File: src/design/gtc_pkg.sv
// Package for the gaze target classifier: payload types, register codes, constants.
`timescale 1ns / 1ps
package gtc_pkg;

    // Coordinate fraction bits (Q4.12 metres by default)
    localparam int COORD_FRAC_BITS_DEF = 12;

    // Request and gaze codes
    localparam logic       REQ_POSE  = 1'b0;
    localparam logic       REQ_LOST  = 1'b1;
    localparam logic [1:0] GAZE_NONE = 2'd0;
    localparam logic [1:0] GAZE_A    = 2'd1;
    localparam logic [1:0] GAZE_B    = 2'd2;

    // Configuration register indexes
    localparam int CFG_IDX_W = 3;
    localparam int CFG_DATA_W = 48;
    localparam logic [CFG_IDX_W-1:0] CFG_THRESH  = 3'd0;
    localparam logic [CFG_IDX_W-1:0] CFG_A_MEAN  = 3'd1;
    localparam logic [CFG_IDX_W-1:0] CFG_A_DIAG  = 3'd2;
    localparam logic [CFG_IDX_W-1:0] CFG_A_CROSS = 3'd3;
    localparam logic [CFG_IDX_W-1:0] CFG_B_MEAN  = 3'd4;
    localparam logic [CFG_IDX_W-1:0] CFG_B_DIAG  = 3'd5;
    localparam logic [CFG_IDX_W-1:0] CFG_B_CROSS = 3'd6;

    // Register reset values
    localparam logic [15:0] RST_THRESH  = 16'd50;
    localparam logic [47:0] RST_A_MEAN  = 48'd24975182593977;
    localparam logic [47:0] RST_A_DIAG  = 48'd3474653708802;
    localparam logic [47:0] RST_A_CROSS = 48'd1769566634257;
    localparam logic [47:0] RST_B_MEAN  = 48'd15556339238886;
    localparam logic [47:0] RST_B_DIAG  = 48'd67435305896712;
    localparam logic [47:0] RST_B_CROSS = 48'd699668102908;

    // Angle units (Q8.7 degrees)
    localparam logic [16:0] DEG360 = 17'd46080;
    localparam logic [16:0] DEG270 = 17'd34560;
    localparam logic [16:0] DEG180 = 17'd23040;
    localparam logic [16:0] DEG90  = 17'd11520;
    localparam logic [13:0] DEG90_14 = 14'd11520;

    // floor(2^28 / 45): r*2^16/11520 == r*256/45
    localparam logic [23:0] RECIP45 = 24'd5965232;
    localparam int          RECIP_SHIFT = 28;

    // Odd series of sin(t*pi/2), Q30
    localparam logic [31:0] C_A1 = 32'd1686629713;
    localparam logic [31:0] C_A3 = 32'd693598668;
    localparam logic [31:0] C_A5 = 32'd85569306;
    localparam logic [31:0] C_A7 = 32'd5026995;
    localparam logic [31:0] C_A9 = 32'd172272;

    localparam logic [14:0] ONE_Q14 = 15'd16384;

    typedef struct packed {
        logic              req_type;
        logic signed [15:0] pitch_angle;
        logic signed [15:0] yaw_angle;
        logic signed [15:0] roll_angle;
        logic signed [15:0] head_pos_x;
        logic signed [15:0] head_pos_y;
        logic signed [15:0] head_pos_z;
    } t_gtc_req;

    typedef struct packed {
        logic [1:0]         gaze_target;
        logic signed [15:0] gaze_dir_x;
        logic signed [15:0] gaze_dir_y;
        logic signed [15:0] gaze_dir_z;
    } t_gtc_rsp;

endpackage

File: src/design/gaze_target_classifier.sv
// Gaze target classifier top level: sequencer around one shared multiplier.
`timescale 1ns / 1ps
//
//  channel  | direction | handshake                 | payload
//  ---------+-----------+---------------------------+--------------------------
//  in       | input     | i_in_valid / o_in_stall   | i_in_data  (t_gtc_req)
//  out      | output    | o_out_valid / i_out_stall | o_out_data (t_gtc_rsp)
//  cfg      | input     | i_cfg_we                  | i_cfg_idx, i_cfg_data
//
//  A pose sample passes through six quarter-wave sines (two per angle, after one angle
//  setup each), 7 direction products, a score for each target and the output step.
//  Every variable product goes through the single 36x24 signed multiplier. A track-lost
//  item goes straight to the output step.
//  o_in_stall is high while an item is in work.
//  The result register frees the input side: a new item is taken while a result
//  waits; a finished item waits for the output register if it is still full.
//  Reset (synchronous, active low) restores the register defaults and clears gaze.
//
module gaze_target_classifier #(
    parameter int COORD_FRAC_BITS = gtc_pkg::COORD_FRAC_BITS_DEF
) (
    input  logic                           i_clk,
    input  logic                           i_rst_n,
    input  logic                           i_in_valid,
    output logic                           o_in_stall,
    input  gtc_pkg::t_gtc_req              i_in_data,
    output logic                           o_out_valid,
    input  logic                           i_out_stall,
    output gtc_pkg::t_gtc_rsp              o_out_data,
    input  logic                           i_cfg_we,
    input  logic [gtc_pkg::CFG_IDX_W-1:0]  i_cfg_idx,
    input  logic [gtc_pkg::CFG_DATA_W-1:0] i_cfg_data
);

    localparam int SCORE_SHIFT = 2 * COORD_FRAC_BITS;
    localparam int RECIP_SHIFT_HI = gtc_pkg::RECIP_SHIFT + 16;

    typedef enum logic [3:0] {
        S_IDLE, S_ANG, S_TMUL, S_TFIX, S_TT, S_HORN, S_PT,
        S_DIR, S_DOT, S_RAYT, S_ERR, S_QUAD, S_CMP, S_DONE
    } t_state;

    t_state r_state;

    // configuration
    logic [15:0] r_thresh;
    logic [47:0] r_a_mean, r_a_diag, r_a_cross, r_b_mean, r_b_diag, r_b_cross;

    // captured item
    logic signed [15:0] r_ang [3];
    logic signed [15:0] r_pos [3];

    // sine evaluation
    logic [1:0]  r_aidx;
    logic        r_half;
    logic [1:0]  r_quad;
    logic [13:0] r_r;
    logic [13:0] r_x;
    logic [16:0] r_t;
    logic [16:0] r_t2;
    logic [31:0] r_p;
    logic [14:0] r_f;
    logic [3:0]  r_cnt;
    logic signed [15:0] r_sn [3];
    logic signed [15:0] r_cs [3];

    // direction and targets
    logic signed [29:0] r_m;
    logic signed [47:0] r_v;
    logic signed [15:0] r_u [3];
    logic               r_tg;
    logic signed [33:0] r_dot;
    logic signed [18:0] r_tt;
    logic signed [18:0] r_e [3];
    logic signed [34:0] r_ce;
    logic signed [59:0] r_q;
    logic [1:0]         r_gaze;

    logic               r_out_valid;
    gtc_pkg::t_gtc_rsp  r_out;

    // shared multiplier
    logic signed [35:0] mul_a;
    logic signed [23:0] mul_b;
    logic signed [59:0] mul_p;

    // helpers
    logic signed [15:0] ang_sel;
    logic [16:0]        ang_w;
    logic [13:0]        ang_rem;
    logic [1:0]         ang_quad;
    logic [23:0]        t_rem;
    logic [31:0]        horn_c;
    logic [32:0]        s_raw;
    logic [16:0]        s_rnd;
    logic [14:0]        s_q14;
    logic [47:0]        cur_mean, cur_diag, cur_cross;
    logic signed [16:0] dvec [3];
    logic signed [15:0] cvec [6];
    logic [1:0]         q_i, q_j;
    logic [2:0]         q_c;
    logic               q_cross;
    logic signed [47:0] p48;
    logic signed [47:0] dir_in;
    logic signed [15:0] dir_q;
    logic signed [35:0] ut_rnd;
    logic signed [18:0] e_new;
    logic signed [59:0] q_term;
    logic signed [59:0] score_full;
    logic signed [17:0] score;
    logic               hit;

    function automatic logic signed [15:0] to_q14(input logic signed [47:0] v);
        logic signed [47:0] rs;
        rs = (v + 48'sd134217728) >>> 28;
        if (rs > 48'sd16384) begin
            to_q14 = 16'sd16384;
        end else if (rs < -48'sd16384) begin
            to_q14 = -16'sd16384;
        end else begin
            to_q14 = 16'(rs);
        end
    endfunction

    assign o_in_stall  = (r_state != S_IDLE);
    assign o_out_valid = r_out_valid;
    assign o_out_data  = r_out;

    // angle wrap and quadrant split
    always_comb begin
        ang_sel = r_ang[r_aidx];
        ang_w   = ang_sel[15] ? (17'(ang_sel) + gtc_pkg::DEG360) : 17'(ang_sel);
        if (ang_w >= gtc_pkg::DEG270) begin
            ang_quad = 2'd3;
            ang_rem  = 14'(ang_w - gtc_pkg::DEG270);
        end else if (ang_w >= gtc_pkg::DEG180) begin
            ang_quad = 2'd2;
            ang_rem  = 14'(ang_w - gtc_pkg::DEG180);
        end else if (ang_w >= gtc_pkg::DEG90) begin
            ang_quad = 2'd1;
            ang_rem  = 14'(ang_w - gtc_pkg::DEG90);
        end else begin
            ang_quad = 2'd0;
            ang_rem  = 14'(ang_w);
        end
    end

    // target selection and offsets
    always_comb begin
        cur_mean  = r_tg ? r_b_mean  : r_a_mean;
        cur_diag  = r_tg ? r_b_diag  : r_a_diag;
        cur_cross = r_tg ? r_b_cross : r_a_cross;
        for (int i = 0; i < 3; i++) begin
            dvec[i]     = 17'($signed(cur_mean[16*i +: 16])) - 17'(r_pos[i]);
            cvec[i]     = $signed(cur_diag[16*i +: 16]);
            cvec[3 + i] = $signed(cur_cross[16*i +: 16]);
        end
    end

    // quadratic form term order: xx, yy, zz, xy, xz, yz
    always_comb begin
        q_c = r_cnt[3:1];
        case (r_cnt[3:1])
            3'd0:    begin q_i = 2'd0; q_j = 2'd0; end
            3'd1:    begin q_i = 2'd1; q_j = 2'd1; end
            3'd2:    begin q_i = 2'd2; q_j = 2'd2; end
            3'd3:    begin q_i = 2'd0; q_j = 2'd1; end
            3'd4:    begin q_i = 2'd0; q_j = 2'd2; end
            default: begin q_i = 2'd1; q_j = 2'd2; end
        endcase
        q_cross = (r_cnt[3:1] >= 3'd3);
    end

    // operand select for the shared multiplier
    always_comb begin
        mul_a = '0;
        mul_b = '0;
        unique case (r_state)
            S_TMUL: begin
                mul_a = $signed({14'd0, r_x, 8'd0});
                mul_b = $signed(gtc_pkg::RECIP45);
            end
            S_TT: begin
                mul_a = $signed({19'd0, r_t});
                mul_b = $signed({7'd0, r_t});
            end
            S_HORN: begin
                mul_a = $signed({4'd0, r_p});
                mul_b = $signed({7'd0, r_t2});
            end
            S_PT: begin
                mul_a = $signed({4'd0, r_p});
                mul_b = $signed({7'd0, r_t});
            end
            S_DIR: begin
                case (r_cnt[2:0])
                    3'd0:    begin mul_a = 36'(r_cs[2]); mul_b = 24'(r_sn[1]); end
                    3'd1:    begin mul_a = 36'(r_cs[1]); mul_b = 24'(r_sn[0]); end
                    3'd2:    begin mul_a = 36'(r_m);     mul_b = 24'(r_sn[2]); end
                    3'd3:    begin mul_a = 36'(r_cs[2]); mul_b = 24'(r_cs[1]); end
                    3'd4:    begin mul_a = 36'(r_m);     mul_b = 24'(r_sn[0]); end
                    3'd5:    begin mul_a = 36'(r_sn[2]); mul_b = 24'(r_sn[1]); end
                    default: begin mul_a = 36'(r_cs[0]); mul_b = 24'(r_cs[1]); end
                endcase
            end
            S_DOT: begin
                mul_a = 36'(dvec[r_cnt[1:0]]);
                mul_b = 24'(r_u[r_cnt[1:0]]);
            end
            S_ERR: begin
                mul_a = 36'(r_tt);
                mul_b = 24'(r_u[r_cnt[1:0]]);
            end
            S_QUAD: begin
                if (!r_cnt[0]) begin
                    mul_a = 36'(cvec[q_c]);
                    mul_b = 24'(r_e[q_i]);
                end else begin
                    mul_a = 36'(r_ce);
                    mul_b = 24'(r_e[q_j]);
                end
            end
            default: begin
                mul_a = '0;
                mul_b = '0;
            end
        endcase
    end

    assign mul_p = mul_a * mul_b;

    // post-product logic
    always_comb begin
        t_rem = {2'd0, r_x, 8'd0} - (24'(r_t) * 24'd45);
        case (r_cnt[1:0])
            2'd0:    horn_c = gtc_pkg::C_A7;
            2'd1:    horn_c = gtc_pkg::C_A5;
            2'd2:    horn_c = gtc_pkg::C_A3;
            default: horn_c = gtc_pkg::C_A1;
        endcase
        s_raw = {1'b0, mul_p[47:16]} + 33'd32768;
        s_rnd = s_raw[32:16];
        s_q14 = (s_rnd > 17'(gtc_pkg::ONE_Q14)) ? gtc_pkg::ONE_Q14 : s_rnd[14:0];

        p48 = 48'(mul_p);
        case (r_cnt[2:0])
            3'd2:    dir_in = r_v - p48;
            3'd5:    dir_in = r_v - (p48 <<< 14);
            default: dir_in = -(p48 <<< 14);
        endcase
        dir_q = to_q14(dir_in);

        ut_rnd = (36'(mul_p) + 36'sd8192) >>> 14;
        e_new  = 19'(ut_rnd - 36'(dvec[r_cnt[1:0]]));

        q_term = q_cross ? (mul_p <<< 1) : mul_p;

        score_full = r_q >>> SCORE_SHIFT;
        if (score_full < -60'sd65536) begin
            score = -18'sd65536;
        end else if (score_full > 60'sd65535) begin
            score = 18'sd65535;
        end else begin
            score = 18'(score_full);
        end
        hit = (score < $signed({2'd0, r_thresh}));
    end

    always_ff @(posedge i_clk) begin
        if (!i_rst_n) begin
            r_state     <= S_IDLE;
            r_out_valid <= 1'b0;
            r_gaze      <= gtc_pkg::GAZE_NONE;
            r_thresh    <= gtc_pkg::RST_THRESH;
            r_a_mean    <= gtc_pkg::RST_A_MEAN;
            r_a_diag    <= gtc_pkg::RST_A_DIAG;
            r_a_cross   <= gtc_pkg::RST_A_CROSS;
            r_b_mean    <= gtc_pkg::RST_B_MEAN;
            r_b_diag    <= gtc_pkg::RST_B_DIAG;
            r_b_cross   <= gtc_pkg::RST_B_CROSS;
            r_cnt       <= '0;
            r_aidx      <= '0;
            r_half      <= 1'b0;
            r_tg        <= 1'b0;
        end else begin
            if (i_cfg_we) begin
                unique case (i_cfg_idx)
                    gtc_pkg::CFG_THRESH:  r_thresh  <= i_cfg_data[15:0];
                    gtc_pkg::CFG_A_MEAN:  r_a_mean  <= i_cfg_data;
                    gtc_pkg::CFG_A_DIAG:  r_a_diag  <= i_cfg_data;
                    gtc_pkg::CFG_A_CROSS: r_a_cross <= i_cfg_data;
                    gtc_pkg::CFG_B_MEAN:  r_b_mean  <= i_cfg_data;
                    gtc_pkg::CFG_B_DIAG:  r_b_diag  <= i_cfg_data;
                    gtc_pkg::CFG_B_CROSS: r_b_cross <= i_cfg_data;
                    default: ;
                endcase
            end

            // output register drains; S_DONE refills it in the same cycle
            if (r_out_valid && !i_out_stall && r_state != S_DONE) begin
                r_out_valid <= 1'b0;
            end

            unique case (r_state)
                S_IDLE: begin
                    if (i_in_valid) begin
                        r_ang[0] <= i_in_data.pitch_angle;
                        r_ang[1] <= i_in_data.yaw_angle;
                        r_ang[2] <= i_in_data.roll_angle;
                        r_pos[0] <= i_in_data.head_pos_x;
                        r_pos[1] <= i_in_data.head_pos_y;
                        r_pos[2] <= i_in_data.head_pos_z;
                        r_aidx   <= '0;
                        if (i_in_data.req_type == gtc_pkg::REQ_LOST) begin
                            // track lost: clear gaze, zero direction
                            r_gaze <= gtc_pkg::GAZE_NONE;
                            for (int i = 0; i < 3; i++) begin
                                r_u[i] <= '0;
                            end
                            r_state <= S_DONE;
                        end else begin
                            r_state <= S_ANG;
                        end
                    end
                end
                S_ANG: begin
                    r_x     <= ang_rem;
                    r_r     <= ang_rem;
                    r_quad  <= ang_quad;
                    r_half  <= 1'b0;
                    r_state <= S_TMUL;
                end
                S_TMUL: begin
                    r_t     <= mul_p[RECIP_SHIFT_HI:gtc_pkg::RECIP_SHIFT];
                    r_state <= S_TFIX;
                end
                S_TFIX: begin
                    if (t_rem >= 24'd45) begin
                        r_t <= r_t + 17'd1;
                    end
                    r_state <= S_TT;
                end
                S_TT: begin
                    r_t2    <= mul_p[32:16];
                    r_p     <= gtc_pkg::C_A9;
                    r_cnt   <= '0;
                    r_state <= S_HORN;
                end
                S_HORN: begin
                    r_p <= horn_c - mul_p[47:16];
                    if (r_cnt[1:0] == 2'd3) begin
                        r_state <= S_PT;
                    end else begin
                        r_cnt <= r_cnt + 4'd1;
                    end
                end
                S_PT: begin
                    if (!r_half) begin
                        // first half done: now the complement for cosine
                        r_f     <= s_q14;
                        r_half  <= 1'b1;
                        r_x     <= gtc_pkg::DEG90_14 - r_r;
                        r_state <= S_TMUL;
                    end else begin
                        case (r_quad)
                            2'd0: begin
                                r_sn[r_aidx] <= 16'(r_f);
                                r_cs[r_aidx] <= 16'(s_q14);
                            end
                            2'd1: begin
                                r_sn[r_aidx] <= 16'(s_q14);
                                r_cs[r_aidx] <= -16'(r_f);
                            end
                            2'd2: begin
                                r_sn[r_aidx] <= -16'(r_f);
                                r_cs[r_aidx] <= -16'(s_q14);
                            end
                            default: begin
                                r_sn[r_aidx] <= -16'(s_q14);
                                r_cs[r_aidx] <= 16'(r_f);
                            end
                        endcase
                        if (r_aidx == 2'd2) begin
                            r_cnt   <= '0;
                            r_state <= S_DIR;
                        end else begin
                            r_aidx  <= r_aidx + 2'd1;
                            r_state <= S_ANG;
                        end
                    end
                end
                S_DIR: begin
                    case (r_cnt[2:0])
                        3'd0:    r_v <= -(p48 <<< 14);
                        3'd1:    r_m <= 30'(mul_p);
                        3'd2:    r_u[0] <= dir_q;
                        3'd3:    r_m <= 30'(mul_p);
                        3'd4:    r_v <= p48;
                        3'd5:    r_u[1] <= dir_q;
                        default: r_u[2] <= dir_q;
                    endcase
                    if (r_cnt[2:0] == 3'd6) begin
                        r_cnt   <= '0;
                        r_tg    <= 1'b0;
                        r_state <= S_DOT;
                    end else begin
                        r_cnt <= r_cnt + 4'd1;
                    end
                end
                S_DOT: begin
                    r_dot <= ((r_cnt == 4'd0) ? 34'sd0 : r_dot) + 34'(mul_p);
                    if (r_cnt == 4'd2) begin
                        r_state <= S_RAYT;
                    end else begin
                        r_cnt <= r_cnt + 4'd1;
                    end
                end
                S_RAYT: begin
                    r_tt    <= 19'((r_dot + 34'sd8192) >>> 14);
                    r_cnt   <= '0;
                    r_state <= S_ERR;
                end
                S_ERR: begin
                    r_e[r_cnt[1:0]] <= e_new;
                    if (r_cnt == 4'd2) begin
                        r_cnt   <= '0;
                        r_state <= S_QUAD;
                    end else begin
                        r_cnt <= r_cnt + 4'd1;
                    end
                end
                S_QUAD: begin
                    if (!r_cnt[0]) begin
                        r_ce <= 35'(mul_p);
                    end else begin
                        r_q <= ((r_cnt == 4'd1) ? 60'sd0 : r_q) + q_term;
                    end
                    if (r_cnt == 4'd11) begin
                        r_state <= S_CMP;
                    end else begin
                        r_cnt <= r_cnt + 4'd1;
                    end
                end
                S_CMP: begin
                    if (hit) begin
                        r_gaze <= r_tg ? gtc_pkg::GAZE_B : gtc_pkg::GAZE_A;
                    end
                    r_cnt <= '0;
                    if (!r_tg) begin
                        r_tg    <= 1'b1;
                        r_state <= S_DOT;
                    end else begin
                        r_state <= S_DONE;
                    end
                end
                S_DONE: begin
                    if (!r_out_valid || !i_out_stall) begin
                        r_out.gaze_target <= r_gaze;
                        r_out.gaze_dir_x  <= r_u[0];
                        r_out.gaze_dir_y  <= r_u[1];
                        r_out.gaze_dir_z  <= r_u[2];
                        r_out_valid       <= 1'b1;
                        r_state           <= S_IDLE;
                    end
                end
                default: r_state <= S_IDLE;
            endcase
        end
    end

endmodule

File: config.mk
export PLATFORM = sky130hd
export DESIGN_NAME = gaze_target_classifier
export DESIGN_NICKNAME = d
export VERILOG_FILES = /design/src/design/gtc_pkg.sv /design/src/design/gaze_target_classifier.sv
export SDC_FILE = /design/constraint.sdc
export NUM_CORES = 2
export LEC_CHECK = 0
export ABC_AREA = 1
export BUFFER_PORTS_ARGS = -buffer_cell sky130_fd_sc_hd__buf_2
export CELL_PAD_IN_SITES_DETAIL_PLACEMENT = 2
export CELL_PAD_IN_SITES_GLOBAL_PLACEMENT = 2
export CORE_UTILIZATION = 40
export CTS_CLUSTER_DIAMETER = 100
export DETAILED_ROUTE_END_ITERATION = 10
export GPL_TIMING_DRIVEN = 0
export PLACE_DENSITY_LB_ADDON = 0.2
export SLEW_MARGIN = 20
export SYNTH_ARGS = -nofsm -noshare
export SYNTH_HDL_FRONTEND = slang
export SYNTH_SLANG_ARGS = --single-unit
File: constraint.sdc
create_clock -name i_clk -period 17.1 [get_ports i_clk]
set_input_delay 0 -clock i_clk [delete_from_list [all_inputs] [get_ports i_clk]]
set_output_delay 0 -clock i_clk [all_outputs]
set_load 0.005 [all_outputs]
==> summary.md <==
| Metric | Value |
|---|---|
| Crit Path Max Fanout | 13 |
| Starting DRT DRC Count | 9395 |
| Fmax achieved | roughly 0.058 GHz |
| CP Capture Type | flop |
| Fin util | between 40 and 50% |
| Num rows | 174 |
| DP HPWL | about 390 mm |
| I/O Buffers | between 200 and 250 |
| Yosys warns | 0 |
| #FFs+latches synth | 1006 |
| Ratio of cells with drive above 1 in the final layout | 8.34% |
| Slowest cell on crit path | xnor2_1 |
| Fin crit share | 101% |
| Startpoint Class | flop |
| # placed instances | roughly 14000 |
| Grt total ovfl | 0 |
| H-tree Lvls | 3 |
| Die height | between 400 and 500 um |
| Initial antenna violation count | between 50 and 60 |
| Worst Path Arrival | approximately 18000 ps |
| Nets@finish | ~13000 |
| Routed Antenna Nets | 0 |
| Tmin final | between 15000 and 20000 ps |
| Dominant synthesized flop cell | edfxtp_1 |
| Clock slew at reported path FFs | 60 ps |
| Syn Nets | 12700 |
| Largest net degree at the start of global routing | 31 |
| Crit path kind | flop to flop |
| Vias in the first global route | about 100000 |
| Post-synthesis average cell area | about 8.2 um2 |
| Crit-path most repeated cell | inv_1 |
| HP Class | primary input to flop |
| Worst Path Required | between 15000 and 20000 ps |
| Most frequent cells in the layout | 2232 x nand2_1, 1829 x inv_1, 1147 x nor2_1, 894 x fa_1, 714 x o21ai_0 |
| # IOs | between 200 and 250 |
| DRC violations left | 0 |
| Finished Layout Cells | approximately 15000 |
| Mapped Area | 0.0912 mm2 |
| Total CTS buffers | ~120 |
| Max-Cap Viols | 0 |
| Post-synthesis sequential area ratio | just under 30% |
| First-pass GRT wire length | roughly 730 mm |
| Synth Instances | between 10000 and 15000 |
| CTS tree | built |
| Slew Limit Fails | 0 |
| Failing checks | setup timing |
| Placer Congestion | ~1.0 |
| EDFF count, synth | 683 |
| Flip-flop and latch area | 0.0270 mm2 |
| Worst-margin pin slew | ~1400 ps |
| Clock root buffer | clkbuf_16 |
| Outcome | complete, but fails checks |
| Synth-to-Final Area Change | 15.6% |
| Final Worst Setup Slack | -129 ps |
| Die footprint | 0.230 mm2 |
| Routed wire length | roughly 510 mm |
| Via-to-Cell Ratio | 6.05 |
| Crit path largest cell delay | around 1100 ps |
| Worst path buffer plus inverter count | 19 |
| Worst-Skew Late Latency | 850 ps |
| TritonRoute pass-1 iters | 6 |
| Core area | approximately 0.23 mm2 |
| Reg2reg setup slack | -130 ps |
| Placed Area | ~0.097 mm2 |
| Delay-heaviest family, CP | adder cells |
| Area of the multi-input gates | 0.0566 mm2 |
| Clock Sinks | slightly above 1000 |
| Setup Skew | 69.2 ps |
| Asr flop ratio synth | 0% |
| Initial core utilization | 40.4% |
| Via count | 90600 |
| Yosys cell types | 87 |
| Layout fillers | 25100 |
| Commonest non-fill, non-tap cell in the layout | nand2_1 |
| # setup viols final | 6 |
| Die W | approximately 480 um |
| Drt wl/cell | 34.3 um |
| Final Hold Vio Count | 0 |
| GRT Util Overall | 44.3% |
| CTS max path bufs | 3 |
| Rel. slew slack | 5.03% |
| Fin area | roughly 0.11 mm2 |
[registers in the layout (all words and copies together) (netlist names), 48 cells and up, named ones only]
signal	flops
o_out_data	50
r_a_cross	48
r_a_diag	48
r_a_mean	48
r_ang	48
r_b_cross	48
r_b_diag	48
r_b_mean	48
r_cs	48
r_e	57
r_pos	48
r_q	60
r_sn	48
r_u	48
r_v	48
[metal layers]
layer / track usage (%) / up-vias / wire, um
met1: 51.8 / 46800 / 188000
met3: 11.1 / 1692 / 47700
met2: 70.9 / 4769 / 234000
li1: - / 37300 / -
met4: 31.7 / 36 / 43900
met5: 0 / - / 292
[what timing repair did]
item / 4_1_cts / 5_1_grt
buffers inserted: 27 / 14
setup endpoints to repair: 310 / 203
resized for setup: 190 / 150
cloned: 0 / 0
pin swaps: 6 / 4
endpoints found under the hold margin: 461 / 0
hold buffers: 252 / 0
[worst min-delay path, cell delays in order]
cell,delay (ps)
dlygate4sd3_1,530
buf_2,230
nand2_1,80
nand3_1,70
[final cells by class]
class                      count  share of cell area [%]
multi-input combinational   7853                    53.7
sequential                  1006                    25.6
inverter                    1933                    7.00
timing repair buffer         564                    4.64
tap                         2992                    3.55
clock buffer                 156                    3.12
buffer                       388                    1.61
clock inverter                68                   0.802
antenna                       25                  0.0593
[Yosys cell counts (all sizes together) (6+ instances only)]
cell | n | share of area, %
a31oi | 63 | 0.43
a41oi | 6 | 0.058
a211oi | 60 | 0.49
o21a | 26 | 0.21
clkbuf | 344 | 1.4
a221oi | 20 | 0.19
nand3b | 21 | 0.19
a22o | 17 | 0.16
inv | 1902 | 7.8
o31ai | 20 | 0.16
nor4 | 41 | 0.29
mux2i | 12 | 0.13
a21boi | 14 | 0.12
a311oi | 8 | 0.077
nand4 | 91 | 0.65
nand3 | 475 | 2.7
dfxtp | 323 | 7.1
o41ai | 11 | 0.11
a22oi | 36 | 0.31
o21bai | 17 | 0.14
nand2 | 2312 | 9.7
and2 | 6 | 0.041
xor2 | 213 | 2.1
o211ai | 51 | 0.43
nor3 | 90 | 0.52
a2111oi | 16 | 0.15
nor3b | 7 | 0.063
edfxtp | 683 | 22
nor2 | 1210 | 5.1
fa | 900 | 20
o21ai | 766 | 4.2
a21o | 28 | 0.23
xnor2 | 79 | 0.80
a21oi | 657 | 3.7
o22ai | 12 | 0.082
or2 | 26 | 0.18
buf | 51 | 0.29
ha | 504 | 6.9
clkinv | 31 | 0.13
o221ai | 11 | 0.11
[per-stage QoR]
step | hold WS (ps) | setup WS [ps] | TNS (ps)
floorplan | 98.9 | 3390 | 0
global placement | 178 | -5890 | -892580
detailed placement | 178 | -4780 | -708080
CTS | 103 | 10.2 | 0
global route | 143 | -17.1 | -91.1
finish | 123 | -129 | -413
[path summary, 6_finish.rpt]
check                               startpoint       endpoint  cells past startpoint
worst max-delay path                  r_cnt[0]        r_q[59]                     54
worst min-delay path            i_cfg_data[34]  r_a_cross[34]                      4
worst max register to register        r_cnt[0]        r_q[59]                     54
worst min register to register   r_a_cross[33]  r_a_cross[33]                      2
[cells by family after synthesis]
family                   share of synthesized area (%)
AND/OR/NAND/NOR                                   19.5
buffers and inverters                             9.67
AO/OA/AOI/OAI                                     11.5
adder cells (fa/ha/maj)                           26.7
flip-flops                                        29.6
XOR/XNOR                                          2.93
multiplexers                                     0.144
Power is left out: the tool's default activity adds up to more than one toggle a clock period on the data nets, which glitch-free logic cannot reach.
